===== src/rtl/llwd_pkg.sv =====
// shared constants, types and helpers for the least loaded worker dispatcher
package llwd_pkg;

   localparam int MAX_WORKERS = 8;
   localparam int COUNT_WIDTH = 16;
   localparam int IDX_W       = (MAX_WORKERS > 1) ? $clog2(MAX_WORKERS) : 1;
   localparam int NUM_W       = $clog2(MAX_WORKERS + 1);
   localparam int WORKER_W    = 3;
   localparam int LOAD_W      = 16;
   localparam int CFG_W       = 4;
   localparam int REQ_DATA_W  = 8;
   localparam int RSP_DATA_W  = 24;

   localparam logic CMD_ACQUIRE = 1'b0;
   localparam logic CMD_RELEASE = 1'b1;

   typedef logic [IDX_W-1:0]       idx_type;
   typedef logic [NUM_W-1:0]       num_type;
   typedef logic [COUNT_WIDTH-1:0] count_type;

   typedef struct packed {
      logic load;     // take the request transfer and set up the scan
      logic step;     // examine one worker
      logic commit;   // update the count and write the response register
   } dp_cmd_type;

   typedef struct packed {
      logic is_release;
      logic scan_done;
      logic out_free;
   } dp_stat_type;

   // clamp the written worker count into 1..MAX_WORKERS
   function automatic num_type active_count(input logic [CFG_W-1:0] value);
      if (value == '0) begin
         return NUM_W'(1);
      end else if (32'(value) > MAX_WORKERS) begin
         return NUM_W'(MAX_WORKERS);
      end else begin
         return NUM_W'(value);
      end
   endfunction

endpackage


===== src/rtl/llwd_ctrl.sv =====
// controller state machine: accept, scan, update
module llwd_ctrl
   import llwd_pkg::*;
(
   input  logic        clock,
   input  logic        reset,
   input  logic        req_tvalid,
   output logic        req_tready,
   input  logic        req_tuser,
   input  dp_stat_type stat,
   output dp_cmd_type  cmd
);

   localparam logic [1:0] ST_IDLE = 2'd0;
   localparam logic [1:0] ST_SCAN = 2'd1;
   localparam logic [1:0] ST_UPD  = 2'd2;

   logic [1:0] state_ff;
   logic [1:0] state_in;
   logic       accept;

   assign req_tready = (state_ff == ST_IDLE);
   assign accept     = req_tvalid && req_tready;

   always_comb begin
      state_in   = state_ff;
      cmd.load   = 1'b0;
      cmd.step   = 1'b0;
      cmd.commit = 1'b0;
      unique case (state_ff)
         ST_IDLE: begin
            if (accept) begin
               cmd.load = 1'b1;
               state_in = (req_tuser == CMD_RELEASE) ? ST_UPD : ST_SCAN;
            end
         end
         ST_SCAN: begin
            cmd.step = 1'b1;
            if (stat.scan_done) begin
               state_in = ST_UPD;
            end
         end
         ST_UPD: begin
            // hold until the response register can take the result
            if (stat.out_free) begin
               cmd.commit = 1'b1;
               state_in   = ST_IDLE;
            end
         end
         default: begin
            state_in = ST_IDLE;
         end
      endcase
   end

   always_ff @(posedge clock) begin
      if (reset) begin
         state_ff <= ST_IDLE;
      end else begin
         state_ff <= state_in;
      end
   end

   a_scan_only_acquire: assert property (@(posedge clock) disable iff (reset)
      (state_ff == ST_SCAN) |-> !stat.is_release)
      else $error("scan running for a release");

   a_release_skips_scan: assert property (@(posedge clock) disable iff (reset)
      (accept && req_tuser == CMD_RELEASE) |=> (state_ff == ST_UPD))
      else $error("release did not go straight to update");

endmodule


===== src/rtl/llwd_dp.sv =====
// datapath: per-worker counts, scan registers, pointer and response register
module llwd_dp
   import llwd_pkg::*;
(
   input  logic                  clock,
   input  logic                  reset,
   input  logic                  csr_we,
   input  logic [CFG_W-1:0]      csr_wdata,
   input  logic [REQ_DATA_W-1:0] req_tdata,
   input  logic                  req_tuser,
   input  dp_cmd_type            cmd,
   output dp_stat_type           stat,
   output logic                  rsp_tvalid,
   input  logic                  rsp_tready,
   output logic [RSP_DATA_W-1:0] rsp_tdata,
   output logic                  rsp_tuser
);

   count_type             count_ff [MAX_WORKERS];
   num_type               n_ff;
   idx_type               ptr_ff;
   idx_type               scan_ff;
   num_type               step_ff;
   idx_type               best_ff;
   count_type             best_val_ff;
   logic                  is_rel_ff;
   logic [WORKER_W-1:0]   worker_ff;
   logic                  rsp_valid_ff;
   logic [WORKER_W-1:0]   rsp_who_ff;
   logic [LOAD_W-1:0]     rsp_load_ff;
   logic                  rsp_err_ff;

   idx_type               rd_idx;
   count_type             rd_val;
   logic                  worker_ok;
   logic                  hit_zero;
   logic                  take;
   logic                  scan_last;
   idx_type               scan_next;
   idx_type               ptr_next;
   logic                  wr_en;
   count_type             new_val;
   logic                  upd_err;
   logic [LOAD_W-1:0]     upd_load;
   logic [WORKER_W-1:0]   upd_who;

   // single read port into the count registers
   assign rd_idx    = !cmd.commit ? scan_ff : (is_rel_ff ? idx_type'(worker_ff) : best_ff);
   assign rd_val    = count_ff[rd_idx];
   assign worker_ok = (32'(worker_ff) < MAX_WORKERS);

   assign hit_zero  = (rd_val == '0);
   assign take      = hit_zero || (step_ff == '0) || (rd_val < best_val_ff);
   assign scan_last = ((step_ff + NUM_W'(1)) == n_ff);
   assign scan_next = ((NUM_W'(scan_ff) + NUM_W'(1)) == n_ff) ? '0 : scan_ff + idx_type'(1);
   assign ptr_next  = ((NUM_W'(ptr_ff) + NUM_W'(1)) == n_ff) ? '0 : ptr_ff + idx_type'(1);

   always_comb begin
      wr_en    = 1'b0;
      new_val  = rd_val;
      upd_err  = 1'b0;
      upd_load = LOAD_W'(rd_val);
      upd_who  = is_rel_ff ? worker_ff : WORKER_W'(best_ff);
      if (!is_rel_ff) begin
         if (rd_val == '1) begin
            upd_err = 1'b1;
         end else begin
            wr_en   = 1'b1;
            new_val = rd_val + count_type'(1);
         end
         upd_load = LOAD_W'(new_val);
      end else if (!worker_ok || hit_zero) begin
         upd_err  = 1'b1;
         upd_load = '0;
      end else begin
         wr_en    = 1'b1;
         new_val  = rd_val - count_type'(1);
         upd_load = LOAD_W'(new_val);
      end
   end

   assign stat.is_release = is_rel_ff;
   assign stat.scan_done  = hit_zero || scan_last;
   assign stat.out_free   = !rsp_valid_ff || rsp_tready;

   always_ff @(posedge clock) begin
      if (reset) begin
         for (int i = 0; i < MAX_WORKERS; i++) begin
            count_ff[i] <= '0;
         end
         n_ff         <= active_count(CFG_W'(8));
         ptr_ff       <= '0;
         rsp_valid_ff <= 1'b0;
      end else begin
         if (csr_we) begin
            n_ff   <= active_count(csr_wdata);
            ptr_ff <= '0;
         end else if (cmd.commit && !is_rel_ff) begin
            ptr_ff <= ptr_next;
         end
         if (cmd.commit && wr_en) begin
            count_ff[rd_idx] <= new_val;
         end
         if (cmd.commit) begin
            rsp_valid_ff <= 1'b1;
         end else if (rsp_tready) begin
            rsp_valid_ff <= 1'b0;
         end
      end
   end

   always_ff @(posedge clock) begin
      if (cmd.load) begin
         is_rel_ff <= (req_tuser == CMD_RELEASE);
         worker_ff <= req_tdata[WORKER_W-1:0];
         scan_ff   <= ptr_ff;
         step_ff   <= '0;
         best_ff   <= ptr_ff;
      end
      if (cmd.step) begin
         if (take) begin
            best_ff     <= scan_ff;
            best_val_ff <= rd_val;
         end
         scan_ff <= scan_next;
         step_ff <= step_ff + NUM_W'(1);
      end
      if (cmd.commit) begin
         rsp_who_ff  <= upd_who;
         rsp_load_ff <= upd_load;
         rsp_err_ff  <= upd_err;
      end
   end

   assign rsp_tvalid = rsp_valid_ff;
   assign rsp_tdata  = {{(RSP_DATA_W - WORKER_W - LOAD_W){1'b0}}, rsp_load_ff, rsp_who_ff};
   assign rsp_tuser  = rsp_err_ff;

   a_ptr_in_range: assert property (@(posedge clock) disable iff (reset)
      NUM_W'(ptr_ff) < n_ff)
      else $error("rotation pointer beyond active workers");

   a_commit_slot_free: assert property (@(posedge clock) disable iff (reset)
      cmd.commit |-> (!rsp_valid_ff || rsp_tready))
      else $error("result written over an untaken response");

   a_commit_shows: assert property (@(posedge clock) disable iff (reset)
      cmd.commit |=> rsp_valid_ff)
      else $error("committed result not presented");

endmodule


===== src/rtl/least_loaded_worker_dispatcher_core.sv =====
// top level: least loaded worker dispatcher, controller plus datapath
// an acquire examines k workers in turn (1..workers_in_use, stopping at the first idle
//   worker), then updates the count and registers its response; a release skips the scan
// and goes straight to the update; a new request transfer is taken only once the
//   controller is back in idle, and the update waits while an earlier response is untaken;
//   reset clears counts, pointer, sets 8 workers
module least_loaded_worker_dispatcher_core
   import llwd_pkg::*;
(
   input  logic                  clock,
   input  logic                  reset,
   input  logic                  csr_we,
   input  logic [CFG_W-1:0]      csr_wdata,   // workers_in_use
   input  logic                  req_tvalid,
   output logic                  req_tready,
   input  logic [REQ_DATA_W-1:0] req_tdata,   // [2:0] worker, rest zero
   input  logic                  req_tuser,   // [0] cmd
   output logic                  rsp_tvalid,
   input  logic                  rsp_tready,
   output logic [RSP_DATA_W-1:0] rsp_tdata,   // [2:0] chosen_worker, [18:3] load_after
   output logic                  rsp_tuser    // [0] error
);

   dp_cmd_type  dp_cmd;
   dp_stat_type dp_stat;

   llwd_ctrl u_ctrl (
      .clock      (clock),
      .reset      (reset),
      .req_tvalid (req_tvalid),
      .req_tready (req_tready),
      .req_tuser  (req_tuser),
      .stat       (dp_stat),
      .cmd        (dp_cmd)
   );

   llwd_dp u_dp (
      .clock      (clock),
      .reset      (reset),
      .csr_we     (csr_we),
      .csr_wdata  (csr_wdata),
      .req_tdata  (req_tdata),
      .req_tuser  (req_tuser),
      .cmd        (dp_cmd),
      .stat       (dp_stat),
      .rsp_tvalid (rsp_tvalid),
      .rsp_tready (rsp_tready),
      .rsp_tdata  (rsp_tdata),
      .rsp_tuser  (rsp_tuser)
   );

endmodule


===== config.mk =====
export PLATFORM = sky130hd
export DESIGN_NAME = least_loaded_worker_dispatcher_core
export DESIGN_NICKNAME = d
export VERILOG_FILES = /design/src/rtl/llwd_pkg.sv /design/src/rtl/llwd_ctrl.sv /design/src/rtl/llwd_dp.sv /design/src/rtl/least_loaded_worker_dispatcher_core.sv
export SDC_FILE = /design/constraint.sdc
export NUM_CORES = 1
export LEC_CHECK = 0
export ABC_AREA = 1
export CAP_MARGIN = 20
export CELL_PAD_IN_SITES_DETAIL_PLACEMENT = 1
export CELL_PAD_IN_SITES_GLOBAL_PLACEMENT = 1
export CORE_UTILIZATION = 34
export CTS_CLUSTER_DIAMETER = 60
export DETAILED_ROUTE_END_ITERATION = 10
export DONT_BUFFER_PORTS = 1
export HOLD_SLACK_MARGIN = 0.15
export PLACE_DENSITY_LB_ADDON = 0.2
export SYNTH_ARGS = -nofsm -noshare
export SYNTH_HDL_FRONTEND = slang
export SYNTH_SLANG_ARGS = --single-unit
export TNS_END_PERCENT = 5

===== constraint.sdc =====
create_clock -name clock -period 3.8 [get_ports clock]
set_clock_uncertainty 0.2 [all_clocks]
set_input_delay 0.38 -clock clock [delete_from_list [all_inputs] [get_ports clock]]
set_output_delay 0.38 -clock clock [all_outputs]
set_load 0.02 [all_outputs]

==> impl_results.md <==
- Ys async rst share: 0%
- Synthesized area: 10350 sq um
- N_diodes: 0
- Initial drt markers: 502
- Clk slew on worst S/H paths: 0.09 ns
- Avg WL per Cell: 19.79 um
- Nets: 1360
- Syn_area_per_cell: 9.124 sq um
- Internal Power: roughly 5.7 mW
- Top post-synthesis cells by area: edfxtp_1 (51%), nand2_1 (9.2%), nor2_1 (7.1%), inv_1 (4.6%), a21oi_1 (3.4%)
- Final wirelength: 34.10 mm
- Path type of the worst setup path: reg -> reg
- Cell Rows: 63
- Clk buf depth: 2
- Reg power frac: 27.0%
- Die Wd: 176.4 um
- Count of flip-flops with a built-in enable after synthesis: approximately 180
- Overflow after GRT: 0
- Seq/Total Area, Yosys: 53.31%
- FF+latch count, synth: roughly 190
- Final setup violation count: 0
- Comb pwr share: 55.5%
- Antenna violations before repair: 0
- # IOs: 45
- DP HPWL: 23.72 mm
- Final min period: 3.722 ns
- Root buffer cell: clkbuf_16
- Final Cell Area: roughly 13000 sq um
- Drt via density: 5.016
- Placed standard-cell area: 11880 sq um
- Top-area cell type share of the netlist area: 50.79%
- Post-Synthesis Cells: between 1000 and 1500
- Die height: between 150 and 200 um
- H-tree depth: 4
- Crit. End Element: flop
- Final ANT Viol Nets: 0
- Clock Sinks: roughly 190
- P&R area growth vs syn: 30.31%
- Core area: 29800 sq um
- Leak: 6.007 nW
- Initial Utilization: a little over a third
- Startpoint Class: flop
- Sw frac: 43.84%
- Relative slew slack: approximately 51%
- Most used DFF post-synth: edfxtp_1
- Largest stage delay on the critical path: roughly 0.5 ns
- All-layer global routing usage: a little over a fifth
- Placed cell count: between 1500 and 2000
- Gpl congestion: 0.8345
- Number of global-route vias before repair: between 8000 and 9000
- Largest net degree at the start of global routing: 27
- FILL cells: 3418
- CP Max Fanout: 8
- Fin. Hold Viols: 0
- VDD IR-drop max: 308.0 uV
- Die ar.: 31130 sq um
- Power per cell area: 757.6 nW/um^2
- Status: finished clean
- Drc violations: 0
- Net switching power: 4.478 mW
- Pre-antenna DRT Iters: 5
- First-pass GRT wire length: 49.62 mm
- Clock Latency Late Sink: 0.44 ns
- Worst min-delay path class: in -> reg
- Worst-Margin Slew: 0.7337 ns
- Slowest stage cell, crit path: edfxtp_1
- Max capacitance violation total: 0
- Layout cell share with drive strength beyond 1: 27.83%
- CTS tree: yes
- RSZ-0062 raised after global routing: true
- Worst Path Arrival: 3.68 ns
- Fmax achieved: 268.7 MHz
- Fin crit share: 97.95%
- Worst path required time: 3.75 ns
- Yosys warns: 0
- CTS buffer count: 17
- Port Buf Inserts: 0
- Final instance count without filler cells: 1723
- Via count: about 8600
- Critical path cell sequence: inv_2 > nand2_1 > o21ai_0 > nand2_1 > nand2_4 > buf_12 > clkbuf_16 > nor2_1 > o21ai_0 > nand2_1 > nand2_1 > nand2_2 > inv_1 > ha_1 > nand2_2 > nor2_1 > a211oi_2 > o221a_2 > nand2_2 > nand2_2 > nand2_4 > inv_6 > clkbuf_16
- Cell taking the most area after synthesis: edfxtp_1
- Clock share of power: ~18%
- Unique masters post-synth: 43
- Final slew viol count: 0
through the flow:
| stage | util, % | hold WS, ns | setup WS, ns | power (mW) | TNS (ns) |
|---|---|---|---|---|---|
| 2_1_floorplan | - | 0.2491 | -0.01282 | 5.362 | -1.641 |
| 3_3_place_gp | 39.86 | 0.2530 | -0.05300 | 7.475 | -1.051 |
| 3_5_place_dp | 39.86 | 0.2522 | -0.1563 | 7.564 | -11.54 |
| 4_1_cts | 42.49 | 0.1572 | -0.01544 | 9.444 | -0.09509 |
| 5_1_grt | 45.25 | 0.1818 | -0.08889 | 10.77 | -10.56 |
| 6_report | 45.25 | 0.1698 | 0.07805 | 10.21 | 0 |
Yosys cell counts (2+ instances only):
library cell / number
nor2_4: 6
xor2_1: 16
dfxtp_1: 13
nor3_1: 2
nand3_2: 12
ha_1: 22
nor2_1: 195
nand3_4: 2
inv_2: 12
nand2_2: 32
o21ai_4: 3
edfxtp_1: 175
o21ai_2: 3
nor2_2: 9
o21ai_0: 40
xnor2_1: 7
a21oi_1: 71
nand2_4: 3
a211oi_1: 2
buf_4: 11
buf_6: 16
nand4_1: 8
nor3b_1: 2
nand2_1: 253
nand3_1: 37
a22o_1: 2
inv_1: 126
nand4_4: 9
o21ai_1: 25
buf_2: 7
worst max-delay path: cells and delay by family (launching register included):
kind	cells	cell delay, ns
flip-flops	1	0.49
adder cells (fa/ha/maj)	1	0.26
AO/OA/AOI/OAI	4	0.57
buffers and inverters	6	0.82
AND/OR/NAND/NOR	12	1.09
metal layers:
| layer | vias to the layer above | track usage (%) | part of all wire [%] |
|---|---|---|---|
| met5 | - | 0 | 0 |
| li1 | 4099 | - | - |
| met4 | 0 | 4.777 | 1.8 |
| met2 | 176 | 37.09 | 49 |
| met3 | 29 | 2.907 | 4.1 |
| met1 | 4338 | 28.28 | 45 |
worst paths after layout:
kind,from,end,slack (ns),depth (start not counted)
setup / recovery,u_dp.is_rel_ff,u_dp.best_val_ff[1],0.08,23
hold reg to reg,u_ctrl.state_ff[1],u_ctrl.state_ff[1],0.32,2
hold / removal,req_tvalid,u_dp.worker_ff[2],0.17,2
setup reg to reg,u_dp.is_rel_ff,u_dp.best_val_ff[1],0.08,23
kinds of logic after synthesis:
group / after synthesis / synth area share, %
simple gates: 571 / 25.77
flops: 188 / 53.31
buf+inv: 175 / 8.030
compound gates: 154 / 8.248
xor+xnor: 23 / 1.947
fa+ha+maj: 22 / 2.661
other cells: 1 / 0.03625
repair_timing:
action,CTS,global route
pin swaps,2,25
hold buffers,17,0
resized for setup,6,108
endpoints found under the hold margin,14,0
gates cloned,0,9
buffers inserted,2,26
setup endpoints to repair,269,291
power groups by stage:
stage          clock network (mW)  logic [mW]  registers, mW
3_5_place_dp                    0        4.76           2.80
3_3_place_gp                    0        4.68           2.80
6_report                     1.79        5.67           2.76
4_1_cts                      1.82        4.87           2.76
2_1_floorplan                   0        2.59           2.77
5_1_grt                      1.88        6.11           2.78
layout by cell type, fill, tap and decap left out, types with 14 or more instances in the layout:
cell           count
inv_1            119
nand2_2           46
clkbuf_16         24
buf_12            26
o21ai_0           33
o21ai_1           29
nor2_1           181
buf_4            135
nor2_2            18
ha_1              17
dlygate4sd3_1     17
xor2_1            15
a21oi_1           66
nand2_1          227
nand3_1           36
nand2_4           14
edfxtp_1         175
inv_2             18
flip-flops by register name (all words and copies together), names as in the netlist:
name	count
u_dp.is_rel_ff	1
u_dp.worker_ff	3
u_dp.rsp_tvalid	1
u_dp.step_ff	4
u_dp.best_val_ff	16
u_dp.rsp_who_ff	3
u_dp.ptr_ff	3
u_dp.count_ff	128
u_dp.rsp_load_ff	16
u_dp.n_ff	4
u_ctrl.state_ff	2
u_dp.scan_ff	3
u_dp.rsp_tuser	1
u_dp.best_ff	3
area by class of cell:
class,count,area (sq um),share of cell area [%]
well taps,390,488.0,3.619
clock inverters,15,145.1,1.077
multi-input cells,776,4363,32.36
flip-flops and latches,188,5517,40.92
clock buffers,17,425.4,3.155
repair buffers,196,2003,14.86
inverters,141,540.5,4.009
Power figures use the tool's default switching activity.
